<file path="config.mk">
export PLATFORM = sky130hd
export DESIGN_NAME = framed_record_stream_checker_unit_flat
export DESIGN_NICKNAME = d
export VERILOG_FILES = /design/src/frsc_pkg.sv /design/src/frsc_in_if.sv /design/src/frsc_out_if.sv /design/src/framed_record_stream_checker_unit.sv /design/src/flat_wrapper.sv
export SDC_FILE = /design/constraint.sdc
export NUM_CORES = 1
export LEC_CHECK = 0
export BUFFER_PORTS_ARGS = -buffer_cell sky130_fd_sc_hd__buf_2
export CORE_MARGIN = 2
export CORE_UTILIZATION = 40
export CTS_BUF_LIST = sky130_fd_sc_hd__clkbuf_16
export CTS_CLUSTER_SIZE = 40
export DETAILED_ROUTE_END_ITERATION = 7
export GPL_ROUTABILITY_DRIVEN = 0
export GPL_TIMING_DRIVEN = 0
export PLACE_DENSITY = 0.62
export SYNTH_ARGS = -nofsm -noshare
export SYNTH_HDL_FRONTEND = slang
export SYNTH_SLANG_ARGS = --single-unit
</file>
<file path="constraint.sdc">
create_clock -name clk -period 9.49 [get_ports clk]
set_input_delay 1.898 -clock clk [delete_from_list [all_inputs] [get_ports clk]]
set_output_delay 1.898 -clock clk [all_outputs]
set_load 0.03 [all_outputs]
</file>
<file path="src/frsc_pkg.sv">
`default_nettype none
package frsc_pkg;

	localparam int HeaderBytes = 40;
	localparam int CrcCover    = 36;
	localparam int MagicBytes  = 4;
	localparam int PosBits     = 25;
	localparam int CfgIdxBits  = 3;
	localparam int CfgDataBits = 64;
	localparam logic [31:0] CrcPoly  = 32'hEDB8_8320;
	localparam logic [31:0] AllOnes  = 32'hFFFF_FFFF;

	typedef enum logic [1:0] {
		KIND_RECORD  = 2'd0,
		KIND_ERROR   = 2'd1,
		KIND_SUMMARY = 2'd2
	} kind_t;

	typedef enum logic [2:0] {
		ERR_NONE    = 3'd0,
		ERR_MAGIC   = 3'd1,
		ERR_VERSION = 3'd2,
		ERR_TYPE    = 3'd3,
		ERR_HCRC    = 3'd4,
		ERR_LENGTH  = 3'd5,
		ERR_PCRC    = 3'd6,
		ERR_SEQ     = 3'd7
	} err_t;

	typedef enum logic [CfgIdxBits-1:0] {
		REG_MAGIC   = 3'd0,
		REG_VERSION = 3'd1,
		REG_TYPELIM = 3'd2,
		REG_MAXLEN  = 3'd3,
		REG_MINSEQ  = 3'd4
	} reg_idx_t;

	// reflected CRC-32, one byte
	function automatic logic [31:0] crc_byte(input logic [31:0] c_in, input logic [7:0] b);
		logic [31:0] c;
		c = c_in ^ {24'd0, b};
		for (int k = 0; k < 8; k++) begin
			c = c[0] ? ((c >> 1) ^ CrcPoly) : (c >> 1);
		end
		return c;
	endfunction

endpackage
`default_nettype wire

</file>
<file path="src/frsc_in_if.sv">
`default_nettype none
interface frsc_in_if;
	logic       valid;
	logic       ready;
	logic       command;
	logic [7:0] data_byte;
	modport source (output valid, output command, output data_byte, input ready);
	modport sink   (input valid, input command, input data_byte, output ready);
endinterface
`default_nettype wire

</file>
<file path="src/frsc_out_if.sv">
`default_nettype none
interface frsc_out_if;
	logic        valid;
	logic        ready;
	logic [1:0]  result_kind;
	logic [2:0]  fault_code;
	logic [15:0] record_type;
	logic [63:0] record_sequence;
	logic [23:0] body_len;
	logic        kept;
	logic [47:0] clean_bytes;
	logic        tail_cut;
	logic [24:0] tail_cut_bytes;
	logic        stream_failed;
	modport source (output valid, output result_kind, output fault_code, output record_type,
		output record_sequence, output body_len, output kept, output clean_bytes,
		output tail_cut, output tail_cut_bytes, output stream_failed, input ready);
	modport sink (input valid, input result_kind, input fault_code, input record_type,
		input record_sequence, input body_len, input kept, input clean_bytes,
		input tail_cut, input tail_cut_bytes, input stream_failed, output ready);
endinterface
`default_nettype wire

</file>
<file path="src/framed_record_stream_checker_unit.sv">
`default_nettype none
// Channel   Dir  Carries
// in_ch     in   command, data_byte (one stream byte or end of stream)
// out_ch    out  one result: record, error or end-of-stream summary
// cfg_*     in   register write: cfg_we, cfg_index, cfg_data
//
// One request per cycle; a result appears in the output register the
// cycle after its request is accepted (per-byte CRC is the longest path).
// in_ch.ready is low only while a held result is not yet taken.
// arst_n clears stream state and loads register reset values.
module framed_record_stream_checker_unit (
	input  wire logic clk,
	input  wire logic arst_n,
	frsc_in_if.sink   in_ch,
	frsc_out_if.source out_ch,
	input  wire logic cfg_we,
	input  wire logic [frsc_pkg::CfgIdxBits-1:0]  cfg_index,
	input  wire logic [frsc_pkg::CfgDataBits-1:0] cfg_data
);
	import frsc_pkg::*;

	// configuration
	logic [31:0] magic_q;
	logic [15:0] version_q, typelim_q;
	logic [23:0] maxlen_q;
	logic [63:0] minseq_q;

	// stream state
	logic [PosBits-1:0] pos_q;
	logic [31:0] crc_q;
	logic [63:0] last_seq_q;
	logic [47:0] good_q;
	logic        failed_q;

	// captured header fields (only the bytes that are read back)
	logic [15:0] hver_q, htype_q;
	logic [63:0] hseq_q;
	logic [31:0] hlen_q, hpcrc_q;
	logic [23:0] hcrc_lo_q;

	// output register
	logic        ovalid_q;
	kind_t       kind_q;
	err_t        err_q;
	logic [15:0] otype_q;
	logic [63:0] oseq_q;
	logic [23:0] olen_q;
	logic        okept_q, otorn_q, ofail_q;
	logic [47:0] ogood_q;
	logic [24:0] otornb_q;

	logic accept;
	assign in_ch.ready = !ovalid_q || out_ch.ready;
	assign accept      = in_ch.valid && in_ch.ready;

	always_ff @(posedge clk or negedge arst_n) begin
		if (!arst_n) begin
			magic_q   <= '0;
			version_q <= 16'd1;
			typelim_q <= 16'd9;
			maxlen_q  <= 24'd65536;
			minseq_q  <= '0;
		end else if (cfg_we) begin
			unique case (cfg_index)
				REG_MAGIC:   magic_q   <= cfg_data[31:0];
				REG_VERSION: version_q <= cfg_data[15:0];
				REG_TYPELIM: typelim_q <= cfg_data[15:0];
				REG_MAXLEN:  maxlen_q  <= cfg_data[23:0];
				REG_MINSEQ:  minseq_q  <= cfg_data;
				default: ;
			endcase
		end
	end

	// next-state / result logic
	logic [7:0]  b;
	logic        in_hdr;
	logic [5:0]  hpos;
	logic [31:0] crc_upd;
	logic [PosBits-1:0] pos_inc;
	logic [PosBits-1:0] pos_n;
	logic [31:0] crc_n;
	logic [63:0] last_n;
	logic [47:0] good_n;
	logic        fail_n;
	logic        emit;
	kind_t       kind_n;
	err_t        err_n;
	logic [15:0] otype_n;
	logic [63:0] oseq_n;
	logic [23:0] olen_n;
	logic        okept_n, otorn_n, ofail_n;
	logic [47:0] ogood_n;
	logic [24:0] otornb_n;
	logic        do_finish;
	logic [31:0] crc_fin;
	logic [31:0] hcrc_full;
	logic [PosBits-1:0] paid;

	assign b       = in_ch.data_byte;
	assign in_hdr  = (pos_q < PosBits'(HeaderBytes));
	assign hpos    = pos_q[5:0];
	assign crc_upd = crc_byte(crc_q, b);
	assign pos_inc = pos_q + 1'b1;
	assign hcrc_full = {b, hcrc_lo_q};
	assign paid    = pos_q - PosBits'(HeaderBytes - 1);

	always_comb begin
		pos_n = pos_q; crc_n = crc_q; last_n = last_seq_q; good_n = good_q;
		fail_n = failed_q;
		emit = 1'b0; kind_n = KIND_RECORD; err_n = ERR_NONE;
		otype_n = '0; oseq_n = '0; olen_n = '0; okept_n = 1'b0;
		otorn_n = 1'b0; otornb_n = '0; ofail_n = 1'b0; ogood_n = good_q;
		do_finish = 1'b0; crc_fin = AllOnes;
		if (in_ch.command) begin
			emit = 1'b1; kind_n = KIND_SUMMARY;
			ofail_n = failed_q;
			otorn_n = !failed_q && (pos_q != '0);
			otornb_n = otorn_n ? pos_q : '0;
			pos_n = '0; crc_n = AllOnes; last_n = '0; good_n = '0; fail_n = 1'b0;
		end else if (!failed_q) begin
			if (in_hdr) begin
				pos_n = pos_inc;
				if (hpos < 6'(CrcCover)) begin
					crc_n = (hpos == 6'(CrcCover - 1)) ? ~crc_upd : crc_upd;
				end
				if (hpos < 6'(MagicBytes) && b != magic_q[8*hpos[1:0] +: 8]) begin
					emit = 1'b1; kind_n = KIND_ERROR; err_n = ERR_MAGIC; fail_n = 1'b1;
				end else if (hpos == 6'(HeaderBytes - 1)) begin
					oseq_n = hseq_q;
					if (hver_q != version_q) begin
						emit = 1'b1; kind_n = KIND_ERROR; err_n = ERR_VERSION; fail_n = 1'b1;
					end else if (htype_q == '0 || htype_q >= typelim_q) begin
						emit = 1'b1; kind_n = KIND_ERROR; err_n = ERR_TYPE; fail_n = 1'b1;
					end else if (hcrc_full != crc_q) begin
						emit = 1'b1; kind_n = KIND_ERROR; err_n = ERR_HCRC; fail_n = 1'b1;
					end else if (hlen_q[31:24] != '0 || hlen_q[23:0] > maxlen_q) begin
						emit = 1'b1; kind_n = KIND_ERROR; err_n = ERR_LENGTH; fail_n = 1'b1;
					end else begin
						crc_n = AllOnes;
						if (hlen_q == '0) begin
							do_finish = 1'b1; crc_fin = AllOnes;
						end
					end
				end
			end else begin
				crc_n = crc_upd; pos_n = pos_inc;
				if ({7'd0, paid} >= hlen_q) begin
					do_finish = 1'b1; crc_fin = crc_upd;
				end
			end
			if (do_finish) begin
				emit = 1'b1; oseq_n = hseq_q;
				if (~crc_fin != hpcrc_q) begin
					kind_n = KIND_ERROR; err_n = ERR_PCRC; fail_n = 1'b1;
				end else if (last_seq_q != '0 && hseq_q <= last_seq_q) begin
					kind_n = KIND_ERROR; err_n = ERR_SEQ; fail_n = 1'b1;
				end else begin
					kind_n = KIND_RECORD; otype_n = htype_q; olen_n = hlen_q[23:0];
					okept_n = hseq_q > minseq_q;
					last_n = hseq_q;
					good_n = good_q + 48'(pos_inc);
					ogood_n = good_n;   // count includes the record just closed
					pos_n = '0; crc_n = AllOnes;
				end
			end
		end
	end

	always_ff @(posedge clk or negedge arst_n) begin
		if (!arst_n) begin
			pos_q <= '0; crc_q <= AllOnes; last_seq_q <= '0; good_q <= '0; failed_q <= 1'b0;
		end else if (accept) begin
			pos_q <= pos_n; crc_q <= crc_n; last_seq_q <= last_n; good_q <= good_n;
			failed_q <= fail_n;
		end
	end

	// header field capture, by byte position
	always_ff @(posedge clk) begin
		if (accept && !in_ch.command && !failed_q && in_hdr) begin
			if (hpos >= 6'd4 && hpos <= 6'd5)   hver_q[8*hpos[0] +: 8]      <= b;
			if (hpos >= 6'd6 && hpos <= 6'd7)   htype_q[8*hpos[0] +: 8]     <= b;
			if (hpos >= 6'd12 && hpos <= 6'd19) hseq_q[8*(3'(hpos - 6'd12)) +: 8] <= b;
			if (hpos >= 6'd28 && hpos <= 6'd31) hlen_q[8*hpos[1:0] +: 8]    <= b;
			if (hpos >= 6'd32 && hpos <= 6'd35) hpcrc_q[8*hpos[1:0] +: 8]   <= b;
			if (hpos >= 6'd36 && hpos <= 6'd38) hcrc_lo_q[8*hpos[1:0] +: 8] <= b;
		end
	end

	always_ff @(posedge clk or negedge arst_n) begin
		if (!arst_n) begin
			ovalid_q <= 1'b0;
		end else if (accept) begin
			ovalid_q <= emit;
		end else if (out_ch.ready) begin
			ovalid_q <= 1'b0;
		end
	end

	always_ff @(posedge clk) begin
		if (accept && emit) begin
			kind_q <= kind_n; err_q <= err_n; otype_q <= otype_n; oseq_q <= oseq_n;
			olen_q <= olen_n; okept_q <= okept_n; ogood_q <= ogood_n; otorn_q <= otorn_n;
			otornb_q <= otornb_n; ofail_q <= ofail_n;
		end
	end

	assign out_ch.valid           = ovalid_q;
	assign out_ch.result_kind     = kind_q;
	assign out_ch.fault_code      = err_q;
	assign out_ch.record_type     = otype_q;
	assign out_ch.record_sequence = oseq_q;
	assign out_ch.body_len        = olen_q;
	assign out_ch.kept            = okept_q;
	assign out_ch.clean_bytes     = ogood_q;
	assign out_ch.tail_cut        = otorn_q;
	assign out_ch.tail_cut_bytes  = otornb_q;
	assign out_ch.stream_failed   = ofail_q;

	// error results always carry a code
	a_err_code: assert property (@(posedge clk) disable iff (!arst_n)
		ovalid_q && kind_q == KIND_ERROR |-> err_q != ERR_NONE)
		else $error("error result without code");
	// a torn tail is never reported on a failed stream
	a_torn: assert property (@(posedge clk) disable iff (!arst_n)
		ovalid_q && kind_q == KIND_SUMMARY && otorn_q |-> !ofail_q && otornb_q != '0)
		else $error("torn tail inconsistent");
	// end of stream clears stream state
	a_clear: assert property (@(posedge clk) disable iff (!arst_n)
		accept && in_ch.command |=> pos_q == '0 && !failed_q && good_q == '0)
		else $error("stream state not cleared");
	// an error sets the failed latch
	a_latch: assert property (@(posedge clk) disable iff (!arst_n)
		accept && emit && kind_n == KIND_ERROR |=> failed_q)
		else $error("failed latch not set");

endmodule
`default_nettype wire

</file>
<file path="src/flat_wrapper.sv">
// flat-port wrapper written by rule: the top's interface ports become plain ports
module framed_record_stream_checker_unit_flat import frsc_pkg::*;
  (clk, arst_n, cfg_we, cfg_index, cfg_data, in_ch_valid, in_ch_command, in_ch_data_byte, in_ch_ready, out_ch_valid, out_ch_result_kind, out_ch_fault_code, out_ch_record_type, out_ch_record_sequence, out_ch_body_len, out_ch_kept, out_ch_clean_bytes, out_ch_tail_cut, out_ch_tail_cut_bytes, out_ch_stream_failed, out_ch_ready);
  frsc_in_if in_ch_i ();
  frsc_out_if out_ch_i ();
  input  wire logic clk;
  input  wire logic arst_n;
  input  wire logic cfg_we;
  input  wire logic [frsc_pkg::CfgIdxBits-1:0] cfg_index;
  input  wire logic [frsc_pkg::CfgDataBits-1:0] cfg_data;
  input wire logic [$bits(in_ch_i.valid)-1:0] in_ch_valid;
  input wire logic [$bits(in_ch_i.command)-1:0] in_ch_command;
  input wire logic [$bits(in_ch_i.data_byte)-1:0] in_ch_data_byte;
  output wire logic [$bits(in_ch_i.ready)-1:0] in_ch_ready;
  output wire logic [$bits(out_ch_i.valid)-1:0] out_ch_valid;
  output wire logic [$bits(out_ch_i.result_kind)-1:0] out_ch_result_kind;
  output wire logic [$bits(out_ch_i.fault_code)-1:0] out_ch_fault_code;
  output wire logic [$bits(out_ch_i.record_type)-1:0] out_ch_record_type;
  output wire logic [$bits(out_ch_i.record_sequence)-1:0] out_ch_record_sequence;
  output wire logic [$bits(out_ch_i.body_len)-1:0] out_ch_body_len;
  output wire logic [$bits(out_ch_i.kept)-1:0] out_ch_kept;
  output wire logic [$bits(out_ch_i.clean_bytes)-1:0] out_ch_clean_bytes;
  output wire logic [$bits(out_ch_i.tail_cut)-1:0] out_ch_tail_cut;
  output wire logic [$bits(out_ch_i.tail_cut_bytes)-1:0] out_ch_tail_cut_bytes;
  output wire logic [$bits(out_ch_i.stream_failed)-1:0] out_ch_stream_failed;
  input wire logic [$bits(out_ch_i.ready)-1:0] out_ch_ready;
  assign in_ch_i.valid = in_ch_valid;
  assign in_ch_i.command = in_ch_command;
  assign in_ch_i.data_byte = in_ch_data_byte;
  assign in_ch_ready = in_ch_i.ready;
  assign out_ch_valid = out_ch_i.valid;
  assign out_ch_result_kind = out_ch_i.result_kind;
  assign out_ch_fault_code = out_ch_i.fault_code;
  assign out_ch_record_type = out_ch_i.record_type;
  assign out_ch_record_sequence = out_ch_i.record_sequence;
  assign out_ch_body_len = out_ch_i.body_len;
  assign out_ch_kept = out_ch_i.kept;
  assign out_ch_clean_bytes = out_ch_i.clean_bytes;
  assign out_ch_tail_cut = out_ch_i.tail_cut;
  assign out_ch_tail_cut_bytes = out_ch_i.tail_cut_bytes;
  assign out_ch_stream_failed = out_ch_i.stream_failed;
  assign out_ch_i.ready = out_ch_ready;
  framed_record_stream_checker_unit u_core (.clk(clk), .arst_n(arst_n), .in_ch(in_ch_i), .out_ch(out_ch_i), .cfg_we(cfg_we), .cfg_index(cfg_index), .cfg_data(cfg_data));
endmodule
</file>
=== Word level (Yosys, flattened, before mapping) ===
Cells that the tools add are included.

* Add/subtract/negate cells: 7
* $lt $le $gt $ge: 20
* Eq/ne operators: 13
* Shifts and indexed selects: 9
* Muxes and demuxes: 101
* Bitwise gates (word level): 12
* Reduce and logical (&&, ||, !) cells: 44

{| class="wikitable"
|+ Operators by type and width
! operator !! number
|-
| 32-bit 2-to-1 mux || 26
|-
| 64-bit 2-to-1 mux || 9
|-
| 48-bit 2-to-1 mux || 6
|-
| 25-bit 2-to-1 mux || 5
|-
| 13-bit inverter with 14-bit output || 8
|-
| 32-bit bitwise mux || 2
|-
| 64-bit bitwise mux || 1
|-
| 64-bit > comparator || 1
|-
| 64-bit less-or-equal comparator || 1
|-
| 32-bit inequality test || 2
|-
| 32-bit inverter || 2
|-
| 64-bit nonzero test || 1
|-
| 8-bit by 34-bit variable shift with 64-bit output (first input constant) || 1
|-
| 8-bit by 34-bit variable part select with 64-bit output || 1
|-
| 48-bit by 25-bit adder with 48-bit output || 1
|-
| 4-bit negator with 34-bit output || 1
|-
| 5-bit negator with 34-bit output || 1
|-
| 6-bit negator with 34-bit output || 1
|-
| 8-bit by 34-bit variable shift with 16-bit output (first input constant) || 1
|-
| 8-bit by 34-bit variable shift with 24-bit output (first input constant) || 1
|-
| 8-bit by 34-bit variable shift with 32-bit output (first input constant) || 1
|-
| 8-bit by 34-bit variable part select with 16-bit output || 1
|-
| 8-bit by 34-bit variable part select with 24-bit output || 1
|-
| 8-bit by 34-bit variable part select with 32-bit output || 1
|-
| 44 further kinds || 130
|}

* Flip-flop bits (word level): 692
* Input port bits: 81
* Output and inout bits: 187
* Logic and storage cells: 234

=== Depth between registers and ports, before layout ===
Gate-level depths: netlist of run 1.

* Word-level depth: 32
* Depth in mapped cells: 27

=== Worst setup path before layout of run 1 ===
OpenSTA, ideal clock, no wires.

* Path type: flip-flop to flip-flop
* Start point: register u_core.pos_q[0]
* End point: register u_core.olen_q[0], in the netlist u_core.out_ch.body_len[0], enable pin
* Setup time: 582 ps
* Data arrival time: 8841 ps
* Required time: 8908 ps
* Slack: 67 ps
* Stages on the path, launching flop included: 20
* Cell sequence: dfrtp_1 -> clkbuf_1 -> nand3_1 -> nand2_1 -> and2_1 -> nand2b_1 -> nand2b_1 -> nor2_1 -> nand2_1 -> or3_1 -> nor3_1 -> xnor2_1 -> ha_1 -> nand4_1 -> or2_2 -> or4_1 -> a21oi_1 -> o21ai_0 -> o31ai_1 -> o31a_1

* Longest elaborated chain between the ends: 11

{| class="wikitable"
|+ Ends and longest elaborated chain
! element !! RTL line !! text
|-
| start: declaration || framed_record_stream_checker_unit.sv:29 || <nowiki>logic [PosBits-1:0] pos_q;</nowiki>
|-
| start signal: assignment || framed_record_stream_checker_unit.sv:174 || <nowiki>pos_q <= pos_n; crc_q <= crc_n; last_seq_q <= last_n; good_q <= good_n;</nowiki>
|-
| branches (longest 7 deep; another with 25-bit by 32-bit >= comparator with 1-bit output) || n/a ||
|-
| 1-bit 2-to-1 mux (*) || framed_record_stream_checker_unit.sv:152 || <nowiki>if (do_finish) begin</nowiki>
|-
| 1-bit 2-to-1 mux (*) || framed_record_stream_checker_unit.sv:121 || <nowiki>end else if (!failed_q) begin</nowiki>
|-
| 1-bit 2-to-1 mux (*) || framed_record_stream_checker_unit.sv:115 || <nowiki>if (in_ch.command) begin</nowiki>
|-
| 1-bit logical AND (*) || framed_record_stream_checker_unit.sv:202 || <nowiki>if (accept && emit) begin</nowiki>
|-
| end signal: assignment || framed_record_stream_checker_unit.sv:204 || <nowiki>olen_q <= olen_n; okept_q <= okept_n; ogood_q <= ogood_n; otorn_q <= otorn_n;</nowiki>
|-
| end: declaration || framed_record_stream_checker_unit.sv:47 || <nowiki>logic [23:0] olen_q;</nowiki>
|}

Mark *: on every way between the ends. The select of a mux whose other input is x is not followed.
A chain may end at the register's enable or synchronous reset.

=== Worst setup path in the final report of run 1 ===
* Start point: register u_core.pos_q[0]
* End point: register u_core.olen_q[23], in the netlist u_core.out_ch.body_len[23], data pin

* Longest elaborated chain between the ends: 9

{| class="wikitable"
|+ Ends and longest elaborated chain
! element !! RTL line
|-
| 25-bit by 6-bit subtractor with 25-bit output / 32-bit by 6-bit variable part select with 8-bit output (equally long branches) || framed_record_stream_checker_unit.sv:106, framed_record_stream_checker_unit.sv:127
|-
| 25-bit by 32-bit >= comparator with 1-bit output / 8-bit inequality test (equally long branches) || framed_record_stream_checker_unit.sv:148, framed_record_stream_checker_unit.sv:127
|-
| 32-bit 2-to-1 mux / 1-bit logical AND (equally long branches) || framed_record_stream_checker_unit.sv:148, framed_record_stream_checker_unit.sv:127
|-
| 32-bit 2-to-1 mux / 1-bit 2-to-1 mux (equally long branches) || framed_record_stream_checker_unit.sv:122, framed_record_stream_checker_unit.sv:127
|-
| 32-bit 2-to-1 mux / 1-bit 2-to-1 mux (equally long branches) || framed_record_stream_checker_unit.sv:121, framed_record_stream_checker_unit.sv:122
|-
| 32-bit 2-to-1 mux / 1-bit 2-to-1 mux (equally long branches) || framed_record_stream_checker_unit.sv:115, framed_record_stream_checker_unit.sv:121
|-
| 32-bit inverter / 1-bit 2-to-1 mux (equally long branches) || framed_record_stream_checker_unit.sv:154, framed_record_stream_checker_unit.sv:115
|-
| 32-bit inequality test / 1-bit inverter (equally long branches) || n/a
|-
| 5-bit OR reduction (no line) (*) || n/a
|}

Every way passes the cells marked *; elsewhere a longest branch is shown, timed or not. The select of a mux whose other input is x is not followed.

==> results of run 1 <==
==> cells in the final DEF, fill, tap and decap left out, types with 23 or more instances in the layout <==
| cell | synthesis | layout |
|---|---|---|
| a21o_1 | 69 | 69 |
| a21oi_1 | 113 | 113 |
| a22o_1 | 67 | 67 |
| and2_1 | 134 | 134 |
| buf_2 | 23 | 280 |
| clkbuf_1 | 140 | 140 |
| clkbuf_16 | 0 | 81 |
| dfrtp_1 | 287 | 287 |
| dfstp_2 | 36 | 36 |
| edfxtp_1 | 369 | 369 |
| ha_1 | 225 | 225 |
| inv_1 | 247 | 265 |
| mux2_2 | 77 | 77 |
| nand2_1 | 252 | 252 |
| nand2b_1 | 62 | 62 |
| nand3_1 | 83 | 83 |
| nand4_1 | 67 | 67 |
| nor2_1 | 232 | 231 |
| nor3_1 | 50 | 46 |
| nor4_1 | 65 | 64 |
| o21ai_0 | 186 | 186 |
| o22a_1 | 34 | 34 |
| o22ai_1 | 27 | 27 |
| o311ai_1 | 23 | 23 |
| xnor2_1 | 108 | 108 |
| xor2_1 | 93 | 93 |
==> state kept, by name, indices dropped and copies added, names as in the netlist, 25 cells and up <==
signal,cells
u_core.hseq_q,64
u_core.last_seq_q,64
u_core.minseq_q,64
u_core.out_ch.record_sequence,64
u_core.good_q,48
u_core.out_ch.clean_bytes,48
u_core.crc_q,32
u_core.hlen_q,32
u_core.hpcrc_q,32
u_core.magic_q,32
u_core.out_ch.tail_cut_bytes,25
u_core.pos_q,25
==> logic make-up after synthesis <==
group,count (synthesis)
AO/OA/AOI/OAI,692
XOR/XNOR,227
adder cells (fa/ha/maj),226
buffers and inverters,426
flip-flops,692
multiplexers,86
AND/OR/NAND/NOR,1056
==> cell usage after synthesis (all sizes together), types with 6 or more instances <==
cell type	count
a2111oi	8
a211o	10
a211oi	9
a21o	69
a21oi	113
a221o	6
a22o	67
a22oi	22
a2bb2oi	7
a31oi	11
and2	136
and3	21
buf	37
clkbuf	142
dfrtp	287
dfstp	36
edfxtp	369
ha	225
inv	247
mux2	77
mux4	8
nand2	252
nand2b	62
nand3	83
nand4	67
nor2	232
nor2b	22
nor3	51
nor3b	10
nor4	65
o211ai	18
o21a	18
o21ai	188
o22a	34
o22ai	27
o311ai	30
or2	11
or3	14
or4	15
xnor2	116
xnor3	16
xor2	94
==> metal layers <==
metal / GRT usage [%] / vias up / part of all wire, % / wire [um]
li1: - / 12970 / - / -
met2: 39.24 / 1188 / 47 / 54140
met3: 3.491 / 258 / 7.3 / 8549
met5: 0 / - / 0.011 / 13
met4: 10.07 / 2 / 4.1 / 4820
met1: 32.71 / 14030 / 42 / 48860
==> cell type report <==
class / instances / share of cell area, %
multi-input combinational: 2287 / 37.95
antenna: 2 / 0.01168
buffer: 179 / 1.684
sequential: 692 / 44.81
timing repair buffer: 270 / 3.558
clock inverter: 63 / 1.462
tap: 1243 / 3.628
clock buffer: 81 / 4.729
inverter: 247 / 2.163
==> power by group through the flow <==
stage | Sequential, mW | Clock, mW | Combinational [mW]
after global routing | 3.75 | 3.30 | 3.34
after CTS | 3.72 | 3.18 | 3.05
after detailed placement | 3.78 | 0 | 3.03
final | 3.73 | 3.14 | 3.12
after floorplan | 3.89 | 0 | 1.99
after global placement | 3.81 | 0 | 2.97
==> worst max-delay path by stage <==
stage                                    end  slack, ns  cells after the start
4_1_cts        u_core.out_ch.clean_bytes[39]       0.96                     25
3_5_place_dp   u_core.out_ch.clean_bytes[39]       1.01                     25
3_3_place_gp   u_core.out_ch.record_type[12]      -3.64                     19
5_1_grt           u_core.out_ch.body_len[23]       0.40                     26
6_report          u_core.out_ch.body_len[23]       0.78                     26
2_1_floorplan      u_core.out_ch.body_len[0]       0.07                     19
==> flow_summary.yaml, run 1 <==
synth:
  synthDominantCellAreaShare_pct: 29.88
  ys_warn_count: 0
  synth_seq_cells: 692
  synthesis.area_um2: 37090
  yosys.area_share.simple_pct: 14.34
  yosysUniqueCellTypes: 91
  ys_seq_area_share_pct: 51.79
  async_flop_share_pct: 46.68
  syn_inst: 3405
  synth_mux_area_share_pct: 2.851
  yosysTopAreaCell: "edfxtp_1"
  synth_top_family_by_area: "simple AND/OR/NAND/NOR gates"
  synth_edf_count: 369
  ys_top_cells_by_area: "edfxtp_1 (30%), dfrtp_1 (19%), ha_1 (7.6%)"
  ys.flop_type: "edfxtp_1"
  synth_area_per_cell_um2: 10.89
  synth_xor_area_share_pct: 6.238
  synthAdderAreaFrac_pct: 7.645
  synth_nets: 3712
  synth-compound-area-share_pct: 12.69
clock_tree:
  holdBufCountCts: 0
  clk_latency_ns: 0.65
  cts_buffer_depth: 3
  clock-sinks: 692
  cts_setup_buffers: 0
  cts_resized: 0
  clockRootBuffer: "clkbuf_16"
  h-tree-depth: 3
  clkTransAtPathRegs_ns: 0.06
  cts-buffers-inserted: 77
  cts_tree: "done"
drt:
  vias_per_cell: 5.617
  vias: 28450
  dr.pass1.iters: 6
  wire_per_inst_um: 22.98
  drcViolationCount: 0
  finalWirelength_mm: 116.4
  antenna_left: 0
  dr.first_iter.drc_count: 2843
place:
  dp.cells: 4916
  placed_cell_area_um2: 40180
  portBuffers: 258
  pre_cts_slack_ns: 1.007
  hpwl_mm: 88.38
grt:
  grt_overflow: 0
  grt_pass1_wl_mm: 173.0
  grt_pass1_vias: 27740
  grt_max_degree: 111
  grt_usage_pct: 24.28
  antenna_found_initial: 6
timing:
  period_share_pct: 91.80
  setup_ws_ns: 0.7780
  hold_viol: 0
  max_freq_mhz: 114.8
  layout_min_cycle_time_ns: 8.712
  rsz0062_at_grt: "no"
  worst_pin_slew_ns: 1.203
  whs_ns: 0.5051
  setup_viol: 0
  relSlewSlack_pct: 19.20
  maxSlewViolCount: 0
  finClkSkew_ns: 0.03633
  finalSetupTns_ns: 0
min_path:
  min_from: "u_core.out_ch.valid"
  hold_path_depth: 1
  min_to: "u_core.out_ch.valid"
  hp-class: "reg -> reg"
floorplan:
  ioPinCount: 268
  dieArea_um2: 95170
  start_util_pct: 40.40
  rows: 111
  die_y_um: 308.5
  die_x_um: 308.5
  core-area_um2: 91800
power_and_ir_drop:
  switching_power_mw: 3.446
  ir_drop_mv: 0.1578
  p_total_mw: 9.982
  seqPwrFrac_pct: 37.3
  p_leak_nw: 17.86
  p_int_mw: 6.536
  comb_power_share_pct: 31.2
  pwr-share-clk_pct: 31.4
  powerDensity_nw_per_um2: 232.9
  p_sw_share_pct: 34.52
cells_and_area:
  syn_to_final_growth_pct: 15.58
  register_area_um2: 19210
  finalInstanceArea_um2: 42860
  drive_above_1_share_pct: 14.95
  fillers: 8524
  final_core_util_pct: 46.69
  fin_nets: 4061
  final_cells: 5064
  multi_input_area_um2: 16270
setup_path:
  max_stage_delay_ns: 0.64
  crit_required_ns: 9.88
  reg2reg_to: "u_core.out_ch.body_len[23]"
  r2r-start: "u_core.pos_q[0]"
  r2r_slack_ns: 0.78
  crit_arrival_ns: 9.10
  worstSetupStartpoint: "u_core.pos_q[0]"
  crit_family: "simple AND/OR/NAND/NOR gates"
  path_common_cell: "clkbuf_1"
  slowest_stage: "or4b_1"
  end_kind: "flop"
  cp-start-kind: "flop"
  worstSetupPathType: "reg -> reg"
  r2r_cells: 26
  critical_path_buf_inv_count: 4
  critPathMaxFanout: 10
outcome:
  status: "finished clean"
flow_run:
  maxCapViolCount: 0
Note: power is estimated with default switching activity, not from simulation.
==> run 2, diff against run 1 <==
--- a/config.mk
+++ b/config.mk
@@ -7,13 +7,14 @@
 export LEC_CHECK = 0
 export BUFFER_PORTS_ARGS = -buffer_cell sky130_fd_sc_hd__buf_2
 export CORE_MARGIN = 2
-export CORE_UTILIZATION = 40
+export CORE_UTILIZATION = 55
 export CTS_BUF_LIST = sky130_fd_sc_hd__clkbuf_16
 export CTS_CLUSTER_SIZE = 40
 export DETAILED_ROUTE_END_ITERATION = 7
 export GPL_ROUTABILITY_DRIVEN = 0
 export GPL_TIMING_DRIVEN = 0
-export PLACE_DENSITY = 0.62
+export PLACE_DENSITY = 0.8
+export SKIP_LAST_GASP = 1
 export SYNTH_ARGS = -nofsm -noshare
 export SYNTH_HDL_FRONTEND = slang
 export SYNTH_SLANG_ARGS = --single-unit
==> run 2 against run 1 <==
Net effect:
- sequential power barely moved
- die area fell by 27%
- register-to-register slack improved by 0.15 ns
- design area fell by 1.8%
- clock skew rose by 0.0072 ns
==> flow_summary.yaml, run 2 (synthesis results as in run 1) <==
timing:
  max_freq_mhz: 116.8
  rsz0062_at_grt: "no"
  relSlewSlack_pct: 9.285
  finalSetupTns_ns: 0
  worst_pin_slew_ns: 1.350
  maxSlewViolCount: 0
  layout_min_cycle_time_ns: 8.565
  setup_viol: 0
  period_share_pct: 90.26
  whs_ns: 0.4953
  hold_viol: 0
  finClkSkew_ns: 0.04354
clock_tree:
  holdBufCountCts: 0
  clock-sinks: 692
  cts-buffers-inserted: 74
  cts_buffer_depth: 3
  clockRootBuffer: "clkbuf_16"
  cts_resized: 0
  cts_setup_buffers: 0
  h-tree-depth: 3
  clk_latency_ns: 0.67
  cts_tree: "done"
  clkTransAtPathRegs_ns: 0.06
setup_path:
  cp-start-kind: "flop"
  r2r_cells: 25
  r2r_slack_ns: 0.92
  reg2reg_to: "u_core.out_ch.clean_bytes[25]"
  r2r-start: "u_core.pos_q[0]"
  end_kind: "flop"
  critPathMaxFanout: 10
  crit_required_ns: 9.86
  crit_arrival_ns: 8.94
  worstSetupPathType: "reg -> reg"
grt:
  grt_max_degree: 125
  grt_overflow: 0
  grt_pass1_vias: 28720
  grt_pass1_wl_mm: 168.0
  antenna_found_initial: 3
  grt_usage_pct: 31.67
drt:
  dr.pass1.iters: 8
  finalWirelength_mm: 111.4
  wire_per_inst_um: 23.78
  drcViolationCount: 0
  antenna_left: 0
  vias: 29470
  dr.first_iter.drc_count: 4160
  vias_per_cell: 6.292
floorplan:
  core-area_um2: 66920
  ioPinCount: 268
  rows: 95
  die_x_um: 263.7
  start_util_pct: 55.42
  die_y_um: 263.7
  dieArea_um2: 69520
cells_and_area:
  fillers: 5144
  syn_to_final_growth_pct: 13.53
  final_core_util_pct: 62.91
  fin_nets: 4056
  drive_above_1_share_pct: 14.67
  layout_common_cells: "edfxtp_1 (369), dfrtp_1 (287), buf_2 (280)"
  final_common_cell: "edfxtp_1"
min_path:
  hp-class: "reg -> reg"
  min_from: "u_core.out_ch.valid"
  hold_path_depth: 1
  min_to: "u_core.out_ch.valid"
power_and_ir_drop:
  p_leak_nw: 17.70
  p_total_mw: 9.749
  ir_drop_mv: 0.2263
  powerDensity_nw_per_um2: 231.5
place:
  hpwl_mm: 82.12
  portBuffers: 258
flow_run:
  maxCapViolCount: 0
outcome:
  status: "finished clean"
==> run 2: changes by cell type in the layout (fill, tap and decap cells not counted), sizes merged <==
cell / delta
buf: -1
bufinv: -5
clkbuf: -7
clkinv: +1
diode: -1
inv: +3
==> run 2: final cells by class <==
class / instances / area, um2 / area share (%)
clock inverters: 62 / 529.3 / 1.257
plain buffers: 179 / 721.9 / 1.715
flip-flops and latches: 692 / 19210 / 45.62
repair buffers: 268 / 1486 / 3.530
multi-input cells: 2287 / 16260 / 38.62
clock buffers: 75 / 1877 / 4.458
inverters: 247 / 927.1 / 2.202
diodes: 1 / 2.502 / 0.005944
well taps: 873 / 1092 / 2.594
==> run 2: worst max-delay path, cell delays in order (launching register included) <==
cell and delay (ns):
dfrtp_1 0.47, clkbuf_1 0.35, nand3_1 0.41, nand2_1 0.11
and2_1 0.21, nand2b_1 0.18, nand2b_1 0.23, nor2_1 0.27
nand2_1 0.12, or3_1 0.38, nor3_1 0.20, xnor2_1 0.12
ha_1 0.33, nand4_1 0.11, or2_2 0.31, or4_1 0.55
a21oi_1 0.30, o21ai_0 0.42, a2bb2oi_1 0.28, or4b_1 0.64
or3_1 0.37, buf_2 0.17, nor4b_2 0.52, clkbuf_1 0.83
nand2_1 0.19, xnor2_1 0.19
==> run 2: where the power goes <==
part           leakage (nW)  internal, mW  total, mW  switching, mW
registers              7.62          3.54       3.73          0.186
logic                  8.85          1.16       3.14           1.98
clock network          1.23          1.60       2.88           1.28
total                  17.7          6.30       9.75           3.44
==> run 2: routing by layer <==
layer  wire length [um]  vias to the layer above  GRT usage [%]
met1              41330                    14170          39.85
met2              50060                     1868          49.20
li1                   -                    12960              -
met4               7634                        2          19.55
met3              12330                      478          8.203
met5                 11                        -              0
==> run 2: metrics by stage <==
stage	instance area, um2	std cells	setup slack (ns)
final	42100	4684	0.9247
after global routing	42100	4683	0.5529
after CTS	42060	4681	1.151
after detailed placement	39650	4544	1.238
after global placement	39470	4536	-3.105
after floorplan	37090	3405	0.06718
==> run 2: worst max-delay path by stage <==
stage,slack [ns],end,start
after floorplan,0.07,u_core.out_ch.body_len[0],u_core.pos_q[0]
after detailed placement,1.24,u_core.out_ch.clean_bytes[39],u_core.pos_q[0]
final,0.92,u_core.out_ch.clean_bytes[25],u_core.pos_q[0]
after global routing,0.55,u_core.out_ch.clean_bytes[39],u_core.pos_q[0]
after global placement,-3.11,u_core.out_ch.body_len[13],u_core.pos_q[0]
after CTS,1.15,u_core.out_ch.clean_bytes[25],u_core.pos_q[0]
